## config.mk

```make
export PLATFORM = sky130hd
export DESIGN_NAME = dwks_core
export DESIGN_NICKNAME = d
export VERILOG_FILES = /design/src/hdl/dwks_pkg.sv /design/src/hdl/dwks_core.sv
export SDC_FILE = /design/constraint.sdc
export NUM_CORES = 1
export LEC_CHECK = 0
export ABC_AREA = 1
export ABC_CLOCK_PERIOD_IN_PS = 5650
export BUFFER_PORTS_ARGS = -buffer_cell sky130_fd_sc_hd__buf_4
export CAP_MARGIN = 20
export CELL_PAD_IN_SITES_DETAIL_PLACEMENT = 1
export CELL_PAD_IN_SITES_GLOBAL_PLACEMENT = 1
export CORE_MARGIN = 1.5
export CORE_UTILIZATION = 45
export CTS_BUF_LIST = sky130_fd_sc_hd__clkbuf_2
export DETAILED_ROUTE_END_ITERATION = 10
export PLACE_DENSITY = 0.81
export SLEW_MARGIN = 20
export SYNTH_ARGS = -nofsm -noshare
export SYNTH_HDL_FRONTEND = slang
export SYNTH_SLANG_ARGS = --single-unit
```

## constraint.sdc

```tcl
create_clock -name i_clk -period 5.65 [get_ports i_clk]
set_input_delay 0.2825 -clock i_clk [delete_from_list [all_inputs] [get_ports i_clk]]
set_output_delay 0.2825 -clock i_clk [all_outputs]
set_load 0.02 [all_outputs]
```

## src/hdl/dwks_pkg.sv

```systemverilog
`timescale 1ns / 1ps
// ----------------------------------------------------------------------------
// dwks_pkg
// Shared types and constants of the dual watchdog kick supervisor.
// ----------------------------------------------------------------------------
package dwks_pkg;

    // command codes of an input beat
    typedef logic [2:0] t_cmd;
    localparam t_cmd CMD_INIT       = 3'd0;
    localparam t_cmd CMD_FINALIZE   = 3'd1;
    localparam t_cmd CMD_START      = 3'd2;
    localparam t_cmd CMD_STOP       = 3'd3;
    localparam t_cmd CMD_TERMINATE  = 3'd4;
    localparam t_cmd CMD_KEEPALIVE  = 3'd5;
    localparam t_cmd CMD_HEARTBEAT  = 3'd6;
    localparam t_cmd CMD_HB_TIMEOUT = 3'd7;

    // run state codes
    typedef logic [1:0] t_run;
    localparam t_run RS_READY   = 2'd0;
    localparam t_run RS_STOPPED = 2'd1;
    localparam t_run RS_STARTED = 2'd2;

    // configuration register indexes
    typedef logic [1:0] t_cfg_idx;
    localparam t_cfg_idx CFG_FIRST_TIMEOUT  = 2'd0;
    localparam t_cfg_idx CFG_SECOND_TIMEOUT = 2'd1;
    localparam t_cfg_idx CFG_KICK_PERIOD    = 2'd2;

    localparam int CFG_BITS = 16;
    localparam logic [CFG_BITS-1:0] FIRST_TIMEOUT_RST  = 16'd120;
    localparam logic [CFG_BITS-1:0] SECOND_TIMEOUT_RST = 16'd180;
    localparam logic [CFG_BITS-1:0] KICK_PERIOD_RST    = 16'd10;

    // margin before a watchdog expires for its final kick
    localparam logic [CFG_BITS-1:0] GRACE_SEC = 16'd60;

    localparam int NOW_BITS = 32;

    typedef struct packed {
        logic [CFG_BITS-1:0] first_timeout_sec;
        logic [CFG_BITS-1:0] second_timeout_sec;
        logic [CFG_BITS-1:0] kick_period_sec;
    } t_cfg;

    typedef struct packed {
        logic kick_first;
        logic kick_second;
        logic status;
        t_run run_state_out;
    } t_res;

endpackage

```

## src/hdl/dwks_core.sv

```systemverilog
`timescale 1ns / 1ps
// ----------------------------------------------------------------------------
// dwks_core
// Supervisor state and the per-command decision logic for one beat.
// ----------------------------------------------------------------------------
module dwks_core
    import dwks_pkg::*;
#(
    parameter int TIME_BITS = 32
) (
    input  logic                 i_clk,
    input  logic                 i_rst_n,
    input  logic                 i_en,
    input  t_cmd                 i_cmd,
    input  logic [TIME_BITS-1:0] i_now,
    input  t_cfg                 i_cfg,
    output t_res                 o_res
);

    t_run                        r_run,  n_run;
    logic                        r_halt, n_halt;
    logic                        r_lost, n_lost;
    logic [TIME_BITS-1:0]        r_hb,   n_hb;
    logic [1:0][TIME_BITS-1:0]   r_kick, n_kick;
    logic [1:0]                  r_over, n_over;

    logic [1:0]                  kick;
    logic                        err;
    logic [TIME_BITS-1:0]        gap;
    logic [1:0][TIME_BITS-1:0]   since;
    logic [1:0][TIME_BITS-1:0]   thresh;
    logic [1:0][CFG_BITS-1:0]    tout;
    logic [TIME_BITS-1:0]        period;

    // thresholds saturate at zero, differences wrap at the time width
    always_comb begin
        tout[0] = i_cfg.first_timeout_sec;
        tout[1] = i_cfg.second_timeout_sec;
        for (int i = 0; i < 2; i++) begin
            thresh[i] = (tout[i] > GRACE_SEC) ? TIME_BITS'(tout[i] - GRACE_SEC) : '0;
            since[i]  = i_now - r_kick[i];
        end
        period = TIME_BITS'(i_cfg.kick_period_sec);
        // the first timeout takes now as heartbeat time, so the gap is zero
        gap    = r_lost ? (i_now - r_hb) : '0;
    end

    // next state and kicks for the current beat
    always_comb begin
        n_run  = r_run;
        n_halt = r_halt;
        n_lost = r_lost;
        n_hb   = r_hb;
        n_kick = r_kick;
        n_over = r_over;
        kick   = '0;
        err    = 1'b0;
        unique case (i_cmd)
            CMD_INIT: begin
                if (r_run != RS_READY) begin
                    err = 1'b1;
                end else begin
                    n_halt = 1'b0;
                    n_over = '0;
                    n_lost = 1'b0;
                    n_run  = RS_STOPPED;
                end
            end
            CMD_FINALIZE: begin
                if (r_run == RS_READY) begin
                    err = 1'b1;
                end else begin
                    n_halt = 1'b1;
                    n_run  = RS_READY;
                end
            end
            CMD_START: begin
                if (r_run != RS_STOPPED) begin
                    err = 1'b1;
                end else begin
                    n_kick[0] = i_now;
                    n_kick[1] = i_now;
                    n_hb      = i_now;
                    n_run     = RS_STARTED;
                end
            end
            CMD_STOP: begin
                if (r_run != RS_STARTED) begin
                    err = 1'b1;
                end else begin
                    n_run = RS_STOPPED;
                end
            end
            CMD_TERMINATE: begin
                if (r_run != RS_STARTED) begin
                    err = 1'b1;
                end else begin
                    n_halt = 1'b1;
                end
            end
            CMD_KEEPALIVE: begin
                kick      = 2'b11;
                n_kick[0] = i_now;
                n_kick[1] = i_now;
                n_hb      = i_now;
                n_over    = '0;
            end
            CMD_HEARTBEAT: begin
                if (r_run != RS_STARTED) begin
                    err = 1'b1;
                end else if (!r_halt) begin
                    n_lost = 1'b0;
                    n_over = '0;
                    n_hb   = i_now;
                    // routine kicks, overdue just cleared
                    for (int i = 0; i < 2; i++) begin
                        if (since[i] >= period) begin
                            kick[i]   = 1'b1;
                            n_kick[i] = i_now;
                        end
                    end
                end
            end
            CMD_HB_TIMEOUT: begin
                if (r_run != RS_STARTED) begin
                    err = 1'b1;
                end else if (!r_halt) begin
                    if (!r_lost) begin
                        n_hb   = i_now;
                        n_lost = 1'b1;
                    end
                    for (int i = 0; i < 2; i++) begin
                        if (gap >= thresh[i]) begin
                            // one final kick, then the watchdog is left alone
                            if (!r_over[i]) begin
                                kick[i]   = 1'b1;
                                n_kick[i] = i_now;
                            end
                            n_over[i] = 1'b1;
                        end else if (!r_over[i] && since[i] >= period) begin
                            kick[i]   = 1'b1;
                            n_kick[i] = i_now;
                        end
                    end
                end
            end
        endcase
    end

    // state update on each processed beat
    always_ff @(posedge i_clk) begin
        if (!i_rst_n) begin
            r_run  <= RS_READY;
            r_halt <= 1'b0;
            r_lost <= 1'b0;
            r_over <= '0;
            r_hb   <= '0;
            r_kick <= '0;
        end else if (i_en) begin
            r_run  <= n_run;
            r_halt <= n_halt;
            r_lost <= n_lost;
            r_over <= n_over;
            r_hb   <= n_hb;
            r_kick <= n_kick;
        end
    end

    assign o_res.kick_first    = kick[0];
    assign o_res.kick_second   = kick[1];
    assign o_res.status        = err;
    assign o_res.run_state_out = n_run;

    // rejected commands leave the state alone
    a_err_no_change: assert property (@(posedge i_clk) disable iff (!i_rst_n)
        (i_en && err) |=> ($stable(r_run) && $stable(r_halt) && $stable(r_lost)
                           && $stable(r_over) && $stable(r_hb)))
        else $error("state changed on a rejected command");

    // an overdue watchdog zero gets no further kick from a timeout
    a_overdue_quiet: assert property (@(posedge i_clk) disable iff (!i_rst_n)
        (i_en && i_cmd == CMD_HB_TIMEOUT && r_over[0]) |-> !kick[0])
        else $error("overdue watchdog zero kicked on timeout");

    // keepalive restarts all timing
    a_keepalive: assert property (@(posedge i_clk) disable iff (!i_rst_n)
        (i_en && i_cmd == CMD_KEEPALIVE) |=>
            (r_over == 2'b00 && r_hb == $past(i_now) && r_kick[1] == $past(i_now)))
        else $error("keepalive did not restart timing");

endmodule

```

==> results_dict.tcl <==
set metrics [dict create \
    outcome "finished, final reports clean" \
    final_layout_size_suffix_gt1_share_pct 8.456 \
    grt_max_degree 100 \
    grt_pass1_vias 15420 \
    synthToLayoutAreaGrowth_pct 9.683 \
    hold_depth 4 \
    die_area_um2 31110 \
    ant_nets 0 \
    wl_per_cell_um 17.68 \
    syn_area_per_cell_um2 6.072 \
    critPathMaxStageDelay_ns 0.41 \
    crit_family "compound AO/OA/AOI/OAI gates" \
    netlist_instances 2228 \
    tightest_slew_ns 0.9640 \
    cp.required_ns 5.37 \
    start_util_pct 45.65 \
    clk_path_buf_depth 2 \
    drv_slew 0 \
    portBuffers 90 \
    synth_nets 2506 \
    vias 14920 \
    ys_types 54 \
    clock_sinks 102 \
    syn_area_um2 13530 \
    synth_enable_flop_cells 0 \
    design.core.area_um2 29640 \
    worst-setup-path-type "register to output pin" \
    cp_slowest_cell "dfxtp_1" \
    yosys_warnings 0 \
    fin_worst_skew_ns 0.04134 \
    fin_ws_ns 0.4491 \
    ys_seq_area_share_pct 15.09 \
    drt_iter0_drc 731 \
    worst-path-buf-inv 2 \
    hold_path_startpoint "i_cmd[2]" \
    wl_mm 47.91 \
    worst-r2r-cell-count 27 \
    synthArstFlopShare_pct 0 \
    relSlewSlack_pct 35.73 \
    clkLatencyLatePin_ns 0.63 \
    yosys_most_used_dff "dfxtp_1" \
    setup-tns-final_ns 0 \
    timing.rr.start "r_hb[5]" \
    dr.pass1.iters 5 \
    instances_no_fill 2709 \
    grt.total_usage_pct 30.99 \
    place_area_um2 14450 \
    hold_viol_final 0 \
    fin_util_pct 50.07 \
    min_period_ns 5.201 \
    cellPowerDensity_nw_per_um2 183.9 \
    rows 63 \
    gp_congestion 0.9539 \
    drc_errors 0 \
    antenna_found_initial 1 \
    crit_arrival_ns 4.92 \
    r2r-end "r_kick[58]" \
    drv_cap 0 \
    cts-root-buf "clkbuf_2" \
    ir_drop_mv 0.09418 \
    min_to "r_run[0]" \
    p_leak_nw 7.380 \
    pre_cts_slack_ns 0.6937 \
    grt_pass1_wl_mm 77.10 \
    hold_class "input pin to register" \
    grt_overflow 0 \
    ys_seq_elements 102 \
    pin_count 91 \
    grt_setup_unrepaired "no" \
    dp.cells 2664 \
    finalSetupViolations 0 \
    htreeDepth 3 \
    cpMostUsedCell "nand2_1" \
    fin_nets 2592 \
    dpl.hpwl_mm 39.90 \
    worstSetupStartpointType "register" \
    cts_buffers 9 \
    period_share_pct 92.05 \
    vias_per_cell 5.508 \
    max_freq_mhz 192.3 \
    die_x_um 176.4 \
    r2r_setup_slack_ns 0.76 \
    clk_pin_slew_ns 0.30 \
    cts_tree "done" \
    fp.dieH_um 176.4 \
    crit_fanout 4 \
    worst_setup_path_end_kind "output pin" \
    finish.instance_area_um2 14840 \
]
==> cells in the mapped netlist (7+ instances only) <==
| library cell | n | area (um^2) |
|---|---|---|
| dfxtp_1 | 102 | 2042 |
| inv_1 | 346 | 1299 |
| nor2_1 | 236 | 885.9 |
| o21a_1 | 7 | 52.55 |
| a21oi_1 | 261 | 1306 |
| nand2_1 | 515 | 1933 |
| xnor2_1 | 10 | 87.58 |
| buf_2 | 15 | 75.07 |
| nor2_2 | 10 | 62.56 |
| or2_2 | 10 | 62.56 |
| nand2_2 | 11 | 68.82 |
| nand3_1 | 138 | 690.7 |
| nand4_1 | 32 | 200.2 |
| a21o_1 | 8 | 60.06 |
| nand3_2 | 24 | 240.2 |
| buf_6 | 12 | 135.1 |
| nand3b_1 | 9 | 67.56 |
| o21bai_1 | 13 | 97.59 |
| ha_1 | 189 | 2365 |
| clkbuf_1 | 19 | 71.32 |
| xor2_1 | 38 | 332.8 |
| nor3_1 | 44 | 220.2 |
| a211oi_1 | 12 | 90.09 |
| o21ai_0 | 100 | 500.5 |
==> layer usage <==
| metal | GRT usage [%] | vias to the layer above | wire length [um] |
|---|---|---|---|
| met4 | 12.92 | 0 | 1864 |
| met2 | 55.15 | 288 | 23080 |
| met5 | 0 | - | 0 |
| met3 | 2.153 | 100 | 1351 |
| met1 | 38.50 | 7071 | 21620 |
| li1 | - | 7461 | - |
==> area by class of cell <==
cell class	instances	area [um^2]
Inverter	353	1325
Tap cell	390	488.0
Clock buffer	9	45.04
Multi-Input combinational cell	1725	9889
Antenna cell	1	2.502
Timing Repair Buffer	123	1008
Clock inverter	6	38.79
Sequential cell	102	2042
Fill cell	4228	14800
==> state kept, by name, summed over array words and instances (netlist names) <==
name    cells
r_run       2
r_lost      1
r_over      2
r_kick     64
r_halt      1
r_hb       32
==> repair_timing <==
action / CTS / global route
setup buffers: 0 / 0
hold buffers: 29 / 0
resized for setup: 0 / 3
hold endpoints to repair: 32 / 0
setup endpoints to repair: 0 / 2
==> worst max-delay path by stage <==
| stage | startpoint | end | cells past startpoint |
|---|---|---|---|
| 2_1_floorplan | i_now[0] | o_res[4] | 27 |
| 3_5_place_dp | i_now[6] | r_kick[33] | 26 |
| 5_1_grt | r_hb[3] | o_res[3] | 31 |
| 3_3_place_gp | i_now[0] | r_kick[49] | 31 |
| 6_report | r_hb[5] | o_res[3] | 27 |
| 4_1_cts | r_hb[5] | o_res[3] | 27 |
==> logic make-up (layout without fill, tap and decap cells) <==
group,after synthesis,in the layout,share of synthesized area [%]
AND/OR/NAND/NOR,1043,1043,33.74
AO/OA/AOI/OAI,442,442,18.18
adder cells (fa/ha/maj),192,192,17.92
other,0,1,0
buffers and inverters,401,491,11.96
flip-flops,102,102,15.09
XOR/XNOR,48,48,3.107
==> power by group <==
group	switching, mW	internal, mW
clock network	0.269	0.0546
registers	0.0414	0.783
logic	1.01	0.573
==> placed cells by master (no fill, tap or decap), types with 3 or more instances in the layout <==
cell and instances:
a21oi_4 4, dlygate4sd3_1 29, nand3_2 24, o21bai_1 13, a21o_1 8, a21oi_1 261, nor4_1 3, fa_1 3
nor2_4 5, dfxtp_1 102, nor3_1 44, o21ai_1 7, xor2_1 38, nor2_1 236, clkinv_2 3, a211oi_1 12
nand3_1 138, clkbuf_2 9, nor2_2 10, o31ai_1 3, a31oi_1 3, o21ai_0 99, a21oi_2 5, o221a_2 3
nand2_2 11, nand3b_1 9, or2_2 10, nand4_1 32, inv_2 6, o21a_1 7, nand2_1 515, inv_1 346
buf_4 93, ha_1 189, xnor2_1 10
==> worst min-delay path, delay by kind of cell <==
kind | cells | cell delay [ns]
compound gates | 2 | 0.16
buf+inv | 1 | 0.13
simple gates | 1 | 0.10
==> stage by stage <==
step	hold WS (ns)	total power [mW]
after floorplan	0.4449	1.921
after global placement	0.4611	2.322
after detailed placement	0.4731	2.380
after CTS	0.002140	2.717
after global routing	0.004721	2.971
final	0.02971	2.729
Note: power is estimated with default switching activity, not from simulation.
