===== config.mk =====
export PLATFORM = sky130hd
export DESIGN_NAME = dwks_cfg_regs
export DESIGN_NICKNAME = d
export VERILOG_FILES = /design/src/hdl/dwks_pkg.sv /design/src/hdl/dwks_cfg_regs.sv
export SDC_FILE = /design/constraint.sdc
export NUM_CORES = 1
export LEC_CHECK = 0
export BUFFER_PORTS_ARGS = -buffer_cell sky130_fd_sc_hd__buf_4
export CAP_MARGIN = 30
export CORE_ASPECT_RATIO = 1.2
export CORE_MARGIN = 1
export CORE_UTILIZATION = 39
export DETAILED_ROUTE_END_ITERATION = 8
export GPL_TIMING_DRIVEN = 0
export PLACE_DENSITY = 0.7
export SYNTH_ARGS = -nofsm -noshare
export SYNTH_HDL_FRONTEND = slang
export SYNTH_SLANG_ARGS = --single-unit

===== constraint.sdc =====
create_clock -name i_clk -period 1.56 [get_ports i_clk]
set_clock_uncertainty 0.2 [all_clocks]
set_input_delay 0 -clock i_clk [delete_from_list [all_inputs] [get_ports i_clk]]
set_output_delay 0 -clock i_clk [all_outputs]
set_load 0.02 [all_outputs]

===== src/hdl/dwks_pkg.sv =====
`timescale 1ns / 1ps
// ----------------------------------------------------------------------------
// dwks_pkg
// Shared types and constants of the dual watchdog kick supervisor.
// ----------------------------------------------------------------------------
package dwks_pkg;

    // command codes of an input beat
    typedef logic [2:0] t_cmd;
    localparam t_cmd CMD_INIT       = 3'd0;
    localparam t_cmd CMD_FINALIZE   = 3'd1;
    localparam t_cmd CMD_START      = 3'd2;
    localparam t_cmd CMD_STOP       = 3'd3;
    localparam t_cmd CMD_TERMINATE  = 3'd4;
    localparam t_cmd CMD_KEEPALIVE  = 3'd5;
    localparam t_cmd CMD_HEARTBEAT  = 3'd6;
    localparam t_cmd CMD_HB_TIMEOUT = 3'd7;

    // run state codes
    typedef logic [1:0] t_run;
    localparam t_run RS_READY   = 2'd0;
    localparam t_run RS_STOPPED = 2'd1;
    localparam t_run RS_STARTED = 2'd2;

    // configuration register indexes
    typedef logic [1:0] t_cfg_idx;
    localparam t_cfg_idx CFG_FIRST_TIMEOUT  = 2'd0;
    localparam t_cfg_idx CFG_SECOND_TIMEOUT = 2'd1;
    localparam t_cfg_idx CFG_KICK_PERIOD    = 2'd2;

    localparam int CFG_BITS = 16;
    localparam logic [CFG_BITS-1:0] FIRST_TIMEOUT_RST  = 16'd120;
    localparam logic [CFG_BITS-1:0] SECOND_TIMEOUT_RST = 16'd180;
    localparam logic [CFG_BITS-1:0] KICK_PERIOD_RST    = 16'd10;

    // margin before a watchdog expires for its final kick
    localparam logic [CFG_BITS-1:0] GRACE_SEC = 16'd60;

    localparam int NOW_BITS = 32;

    typedef struct packed {
        logic [CFG_BITS-1:0] first_timeout_sec;
        logic [CFG_BITS-1:0] second_timeout_sec;
        logic [CFG_BITS-1:0] kick_period_sec;
    } t_cfg;

    typedef struct packed {
        logic kick_first;
        logic kick_second;
        logic status;
        t_run run_state_out;
    } t_res;

endpackage


===== src/hdl/dwks_cfg_regs.sv =====
`timescale 1ns / 1ps
// ----------------------------------------------------------------------------
// dwks_cfg_regs
// Timeout and kick period registers behind a plain write port.
// ----------------------------------------------------------------------------
module dwks_cfg_regs
    import dwks_pkg::*;
(
    input  logic                i_clk,
    input  logic                i_rst_n,
    input  logic                i_cfg_we,
    input  t_cfg_idx            i_cfg_idx,
    input  logic [CFG_BITS-1:0] i_cfg_data,
    output t_cfg                o_cfg
);

    t_cfg r_cfg;

    // register write decode, unknown indexes are dropped
    always_ff @(posedge i_clk) begin
        if (!i_rst_n) begin
            r_cfg.first_timeout_sec  <= FIRST_TIMEOUT_RST;
            r_cfg.second_timeout_sec <= SECOND_TIMEOUT_RST;
            r_cfg.kick_period_sec    <= KICK_PERIOD_RST;
        end else if (i_cfg_we) begin
            unique case (i_cfg_idx)
                CFG_FIRST_TIMEOUT:  r_cfg.first_timeout_sec  <= i_cfg_data;
                CFG_SECOND_TIMEOUT: r_cfg.second_timeout_sec <= i_cfg_data;
                CFG_KICK_PERIOD:    r_cfg.kick_period_sec    <= i_cfg_data;
                default: ;
            endcase
        end
    end

    assign o_cfg = r_cfg;

endmodule


==> results_tabular.tex, run 1 <==
\begin{tabular}{lr}
\hline
Metric & Value \\
\hline
\multicolumn{2}{l}{\textbf{Synthesis}} \\
\quad Synthesized area divided by synthesized cell count & around 10 um\^{}2 \\
\quad Part of the Yosys area used for sequential elements & 51.1\% \\
\quad Synth cell types & 17 \\
\quad Portion of synthesized cell area occupied by the leading cell type & about half \\
\quad Register bit count reported by yosys & 48 \\
\quad Area contributors post-synth & dfxtp\_1 (51\%), mux2i\_1 (23\%), nand2\_1 (11\%) \\
\quad Ys Warns & 0 \\
\quad Area of the mapped netlist & roughly 1900 um\^{}2 \\
\quad Number of instances in the synthesized netlist & 182 \\
\quad Number of nets in the synthesized netlist & between 200 and 250 \\
\quad Yosys top cell by area & dfxtp\_1 \\
\multicolumn{2}{l}{\textbf{Setup path}} \\
\quad Startpoint of the worst register-to-register path & o\_cfg[2] \\
\quad Worst Setup End Kind & flop \\
\quad Worst setup slack for register-to-register paths & $\sim$220 ps \\
\quad Arrival time at the worst endpoint & around 1500 ps \\
\quad R2r endpoint & o\_cfg[2] \\
\quad Critical Path Source & i\_cfg\_idx[1] \\
\quad Kind of critical path & in2reg \\
\quad CP Launch Type & input pin \\
\quad Timing endpoint of the critical path & o\_cfg[36] \\
\quad Required @ worst endpoint & between 1500 and 2000 ps \\
\quad Depth of the most critical reg-to-reg path & 3 \\
\quad Maximum fanout along the worst path & 10 \\
\multicolumn{2}{l}{\textbf{Clock tree}} \\
\quad Clock sink count & 48 \\
\quad CTS hold repair buffers & 25 \\
\quad Total of cells resized after clock tree synthesis & 0 \\
\quad Total CTS buffers & 5 \\
\quad Post-CTS setup repair buffer count & 0 \\
\quad CTS H-Tree Depth & 2 \\
\quad Clock tree from TritonCTS & done \\
\quad Clock transition at the register clock pins on the worst setup and hold paths after CTS & $\sim$80 ps \\
\quad CTS root buffer & clkbuf\_8 \\
\quad Clock latency on the worst-skew pair & approximately 290 ps \\
\quad Maximum clock path buffer count & 2 \\
\multicolumn{2}{l}{\textbf{Drt}} \\
\quad Drt first-iter violations & 46 \\
\quad Detailed-route via count & about 1600 \\
\quad First drt pass iteration count & 4 \\
\quad Post-detailed-route via-to-cell ratio & approximately 4.7 \\
\quad Sum of routed wire length over all layers & $\sim$4600 um \\
\quad Number of nets still failing antenna checks after routing & 0 \\
\quad Post-detailed-route wirelength per cell & roughly 14 um \\
\quad Count of unresolved DRC violations after routing & 0 \\
\multicolumn{2}{l}{\textbf{Finish}} \\
\quad Max FFs per register & 48 \\
\quad Diode insertion count for antenna repair & 0 \\
\quad Total area of multi-input combinational cells & 812 um\^{}2 \\
\quad Non-filler instance count after layout & between 300 and 400 \\
\quad Fraction of layout cells with a size suffix above 1 & 30.5\% \\
\quad Seq. cell area & between 900 and 1000 um\^{}2 \\
\quad Area growth from synthesis to final layout & 48.7\% \\
\quad Fill count & approximately 440 \\
\quad Fraction of the core area covered by cells at the end of the flow & 60.8\% \\
\quad Net count reported at finish & 302 \\
\multicolumn{2}{l}{\textbf{Global routing}} \\
\quad First-pass GRT wire length & between 7000 and 8000 um \\
\quad Via count of the first global-routing pass & between 1500 and 2000 \\
\quad Leftover overflow at the end of global routing & 0 \\
\quad Pin count of the biggest net entering global routing & 14 \\
\quad Number of antenna violations at the first check in global routing & 0 \\
\quad Global Route Usage Sum & 19.5\% \\
\multicolumn{2}{l}{\textbf{Placed design}} \\
\quad Sum of net half-perimeters after detailed placement & 3100 um \\
\quad Worst slack, placed & around 410 ps \\
\quad Number of port buffers & 67 \\
\quad \# placed instances & about 310 \\
\quad Gpl congestion & between 0.7 and 0.8 \\
\multicolumn{2}{l}{\textbf{Timing}} \\
\quad Post-route setup TNS & 0 ps \\
\quad Fraction of the cycle the final worst path needs & between 90 and 100\% \\
\quad Final hold viol count & 0 \\
\quad Final critical delay including setup and external delays & between 1000 and 1500 ps \\
\quad Achievable Freq & approximately 690 MHz \\
\quad Final-report setup violation count & 0 \\
\quad Post-route setup slack & around 120 ps \\
\quad Worst slew margin & between 60\% and 70\% \\
\quad Slew of the pin with the lowest slew margin & approximately 540 ps \\
\quad Unrepaired setup endpoints after global routing & false \\
\quad Number of pins with negative max-slew slack in the final report & 0 \\
\multicolumn{2}{l}{\textbf{Die}} \\
\quad Die boundary height & approximately 78 um \\
\quad Die W & roughly 65 um \\
\quad Die area & $\sim$5100 um\^{}2 \\
\quad Effective utilization at floorplan & 40.9\% \\
\quad Standard-cell row count & 27 \\
\quad Core area & about 4600 um\^{}2 \\
\quad Number of top-level pins & 69 \\
\multicolumn{2}{l}{\textbf{Outcome}} \\
\quad Run status & completed \\
\multicolumn{2}{l}{\textbf{Min path}} \\
\quad Worst hold-check path type & in2reg \\
\quad Hold Path Depth & 4 \\
\multicolumn{2}{l}{\textbf{Pwr}} \\
\quad Static leakage power & 0.00133 uW \\
\quad Power per cell area & slightly below 900 nW/um\^{}2 \\
\quad Power after layout & between 2000 and 2500 uW \\
\quad Peak supply drop & 0.000587 V \\
\multicolumn{2}{l}{\textbf{Job}} \\
\quad Max cap viols & 0 \\
\hline
\end{tabular}
per-layer routing:
metal	GRT usage (%)	share of wire, %	up-vias	wire length [um]
li1	-	-	808	-
met1	25.1	45	747	2080
met2	32.0	48	43	2230
met3	5.67	5.4	7	247
met4	4.57	1.2	0	55
met5	0	0	-	0
worst min path at each step:
stage / from / endpoint / slack, ps
floorplan: i_cfg_data[4] / o_cfg[4] / -60
global placement: i_cfg_data[5] / o_cfg[5] / 70
detailed placement: i_cfg_data[5] / o_cfg[5] / 80
CTS: i_rst_n / o_cfg[41] / 4
global route: i_rst_n / o_cfg[0] / 30
finish: i_rst_n / o_cfg[41] / 5
cells by family (layout without fill, tap and decap cells):
family | Yosys count | in the layout | synth area share [%]
buf+inv | 15 | 115 | 5.66
compound gates | 4 | 4 | 1.80
mux | 44 | 44 | 23.4
simple gates | 71 | 71 | 18.0
flops | 48 | 48 | 51.1
metrics by stage:
step	cell area [um^2]	hold WS, ps
floorplan	1880	-61.2
global placement	2450	72.6
detailed placement	2450	75.2
CTS	2800	3.96
global route	2800	29.5
finish	2800	4.79
report_power, final:
group	internal, uW	total, uW	switching (uW)
clock	362	748	387
sequential	1270	1290	24.4
combinational	191	376	185
layout by cell type, fill, tap and decap left out, drive strengths merged, types with 2 or more instances in the layout:
master / n
dfxtp: 48
buf: 78
dlygate4sd3: 25
nand3b: 2
a211o: 3
clkbuf: 10
nor2b: 9
nand2: 54
mux2i: 44
and4b: 3
inv: 2
Yosys cell counts:
master	number
nand3b_1	2
buf_2	6
inv_1	2
o211ai_1	1
dfxtp_1	48
and4b_1	3
nand2_1	54
a211o_1	3
nand4bb_1	1
buf_12	1
nor3b_2	1
clkbuf_1	2
buf_6	3
mux2i_1	44
and3b_2	1
nor2b_1	9
buf_4	1
final cells by class:
cell class                      count  share of cell area [%]
Sequential cell                    48                    34.4
Multi-Input combinational cell    119                    29.1
Inverter                            2                   0.269
Timing Repair Buffer               92                    26.9
Clock buffer                        8                    3.22
Tap cell                           58                    2.60
Buffer                             13                    3.54
worst max-delay path, cell delays in order:
cell           delay [ps]
buf_4                 120
dlygate4sd3_1         610
nor3b_2               220
buf_6                 180
buf_12                160
mux2i_1               180
Note: power is estimated with default switching activity, not from simulation.
==> inputs of run 2 (changes only) <==
CORE_ASPECT_RATIO = not set   (was 1.2)
GPL_TIMING_DRIVEN = not set   (was 0)
==> run 2 against run 1 <==
  * The flow now finishes with violations (negative hold slack)
  * Sequential share of layout area is 0.63 points lower
  * Fmax is 3.2% higher
  * Global-route usage hardly changed
  * Critical path depth is 1 lower
  * Total power is 2.0% lower
  * Highest routed layer unchanged
==> results_tabular.tex, run 2 (synthesis results as in run 1) <==
\begin{tabular}{lr}
\hline
Metric & Value \\
\hline
\multicolumn{2}{l}{\textbf{Timing}} \\
\quad Worst slew margin & 59.1\% (was 63.9\%) \\
\quad Final-report setup violation count & 0 (unchanged) \\
\quad Achievable Freq & 714 MHz (was 693 MHz) \\
\quad Hold WS & -48.1 ps (was 4.79 ps) \\
\quad Final critical delay including setup and external delays & 1400 ps (was 1440 ps) \\
\quad Post-route setup TNS & 0 ps (unchanged) \\
\quad Unrepaired setup endpoints after global routing & false (unchanged) \\
\quad Slew of the pin with the lowest slew margin & 613 ps (was 541 ps) \\
\quad Fraction of the cycle the final worst path needs & 89.7\% (was 92.6\%) \\
\quad Final hold viol count & 22 (was 0) \\
\quad Number of pins with negative max-slew slack in the final report & 0 (unchanged) \\
\multicolumn{2}{l}{\textbf{Finish}} \\
\quad Max FFs per register & 48 (unchanged) \\
\quad Diode insertion count for antenna repair & 0 (unchanged) \\
\quad Net count reported at finish & 307 (was 302) \\
\quad Fraction of layout cells with a size suffix above 1 & 28.7\% (was 30.5\%) \\
\quad Most common cell after layout, fill and taps aside & buf\_4 (unchanged) \\
\quad Area growth from synthesis to final layout & 51.5\% (was 48.7\%) \\
\quad Commonest cells after routing, fill and taps aside & buf\_4 (74), nand2\_1 (54), dfxtp\_1 (48) (was buf\_4 (68), nand2\_1 (54), dfxtp\_1 (48)) \\
\multicolumn{2}{l}{\textbf{Setup path}} \\
\quad Arrival time at the worst endpoint & 1380 ps (was 1470 ps) \\
\quad Critical Path Most Common Cell & dlygate4sd3\_1 \\
\quad CP Launch Type & input pin (unchanged) \\
\quad Required @ worst endpoint & 1540 ps (was 1590 ps) \\
\quad Maximum cell stage delay along the critical path & 590 ps (was 610 ps) \\
\quad Worst Setup End Kind & flop (unchanged) \\
\quad Cell-by-cell listing of the critical path & dlygate4sd3\_1 > buf\_4 > nand2\_1 > dlygate4sd3\_1 > mux2i\_1 (was buf\_4 > dlygate4sd3\_1 > nor3b\_2 > buf\_6 > buf\_12 > mux2i\_1) \\
\quad Kind of critical path & in2reg (unchanged) \\
\quad Critical path's slowest cell & dlygate4sd3\_1 (unchanged) \\
\quad Maximum fanout along the worst path & 3 (was 10) \\
\multicolumn{2}{l}{\textbf{Drt}} \\
\quad Number of nets still failing antenna checks after routing & 0 (unchanged) \\
\quad Drt first-iter violations & 58 (was 46) \\
\quad Detailed-route via count & 1610 (was 1605) \\
\quad First drt pass iteration count & 4 (unchanged) \\
\quad Post-detailed-route via-to-cell ratio & 4.76 (was 4.72) \\
\quad Post-detailed-route wirelength per cell & 13.6 um (was 13.5 um) \\
\quad Count of unresolved DRC violations after routing & 0 (unchanged) \\
\quad Sum of routed wire length over all layers & 4610 um (about the same) \\
\multicolumn{2}{l}{\textbf{Pwr}} \\
\quad Power per cell area & 832 nW/um\^{}2 (was 865 nW/um\^{}2) \\
\quad Static leakage power & 0.00132 uW (was 0.00133 uW) \\
\quad Peak supply drop & 0.000421 V (was 0.000587 V) \\
\multicolumn{2}{l}{\textbf{Die}} \\
\quad Die area & 5100 um\^{}2 (about the same) \\
\quad Die W & 71.4 um (was 65.4 um) \\
\quad Effective utilization at floorplan & 41.7\% (was 40.9\%) \\
\quad Die boundary height & 71.4 um (was 78.0 um) \\
\quad Core area & 4500 um\^{}2 (was 4590 um\^{}2) \\
\quad Standard-cell row count & 24 (was 27) \\
\quad Number of top-level pins & 69 (unchanged) \\
\multicolumn{2}{l}{\textbf{Clock tree}} \\
\quad Clock sink count & 48 (unchanged) \\
\quad Maximum clock path buffer count & 2 (unchanged) \\
\quad Clock latency on the worst-skew pair & 300 ps (was 290 ps) \\
\quad CTS root buffer & clkbuf\_8 (unchanged) \\
\quad CTS H-Tree Depth & 2 (unchanged) \\
\quad Clock transition at the register clock pins on the worst setup and hold paths after CTS & 80 ps (about the same) \\
\quad Total CTS buffers & 5 (unchanged) \\
\quad Clock tree from TritonCTS & done (unchanged) \\
\quad Post-CTS setup repair buffer count & 0 (unchanged) \\
\multicolumn{2}{l}{\textbf{Global routing}} \\
\quad Met1 usage in global routing & 23.9\% (was 25.1\%) \\
\quad Gr busiest metal & met2 (unchanged) \\
\quad Global Route Usage Sum & 19.5\% (about the same) \\
\quad Leftover overflow at the end of global routing & 0 (unchanged) \\
\quad Met2 usage in global routing & 33.2\% (was 32.0\%) \\
\quad Number of antenna violations at the first check in global routing & 0 (unchanged) \\
\quad Met3 layer usage reported by global route & 5.06\% (was 5.67\%) \\
\quad First-pass GRT wire length & 7650 um (was 7620 um) \\
\quad Pin count of the biggest net entering global routing & 27 (was 14) \\
\quad Via count of the first global-routing pass & 1662 (was 1559) \\
\multicolumn{2}{l}{\textbf{Outcome}} \\
\quad Violated checks & negative hold slack \\
\quad Run status & complete, but fails checks (was completed) \\
\multicolumn{2}{l}{\textbf{Placed design}} \\
\quad Number of port buffers & 68 (was 67) \\
\quad Gpl congestion & 0.742 (was 0.731) \\
\quad Sum of net half-perimeters after detailed placement & 2840 um (was 3100 um) \\
\multicolumn{2}{l}{\textbf{Min path}} \\
\quad Worst hold-check path type & in2reg (unchanged) \\
\multicolumn{2}{l}{\textbf{Job}} \\
\quad Max cap viols & 0 (unchanged) \\
\hline
\end{tabular}
## run 2: worst max-delay path: cells and delay by family
| family | cells | cell delay (ps) |
|---|---|---|
| simple gates | 1 | 40 |
| buf+inv | 3 | 1260 |
| mux | 1 | 80 |
## run 2: what timing repair did
| item | in CTS | in global routing |
|---|---|---|
| endpoints found under the setup margin | 0 | 15 |
| hold buffers | 37 | 0 |
| hold endpoints to repair | 48 | 0 |
| gates resized for setup | 0 | 1 |
## run 2: through the flow
step | util [%] | setup WS (ps) | area, um^2 | cells | total power, uW
6_report | 63.2 | 160 | 2850 | 338 | 2370
2_1_floorplan | - | 629 | 1880 | 182 | 1500
3_3_place_gp | 53.4 | 420 | 2410 | 295 | 1640
3_5_place_dp | 53.4 | 400 | 2410 | 295 | 1640
4_1_cts | 63.4 | 73.0 | 2860 | 339 | 2400
5_1_grt | 63.2 | 101 | 2850 | 338 | 2480
## run 2: layer usage
metal,wire [um],vias to the layer above
met2,2170,43
li1,-,808
met5,0,-
met4,64,0
met1,2100,753
met3,271,6
## run 2: final cells by class
cell class                 count  area, um^2
tap                           52        65.1
clock inverter                 1        5.00
inverter                       2        7.51
multi-input combinational    119         818
fill                         396        1660
timing repair buffer         110         918
clock buffer                   6        72.6
sequential                    48         961
## run 2: power by group
part	internal, uW	total (uW)	leakage (uW)	switching (uW)
clock network	305	697	0.0000410	392
registers	1270	1290	0.000391	24.7
logic	196	379	0.000891	183
## run 2: worst paths after layout
| check | end | slack (ps) | startpoint | cells after the start |
|---|---|---|---|---|
| min reg2reg | o_cfg[2] | 260 | o_cfg[2] | 2 |
| max reg2reg | o_cfg[29] | 190 | o_cfg[29] | 3 |
| min | o_cfg[17] | -50 | i_rst_n | 3 |
| max | o_cfg[26] | 160 | i_cfg_data[10] | 5 |
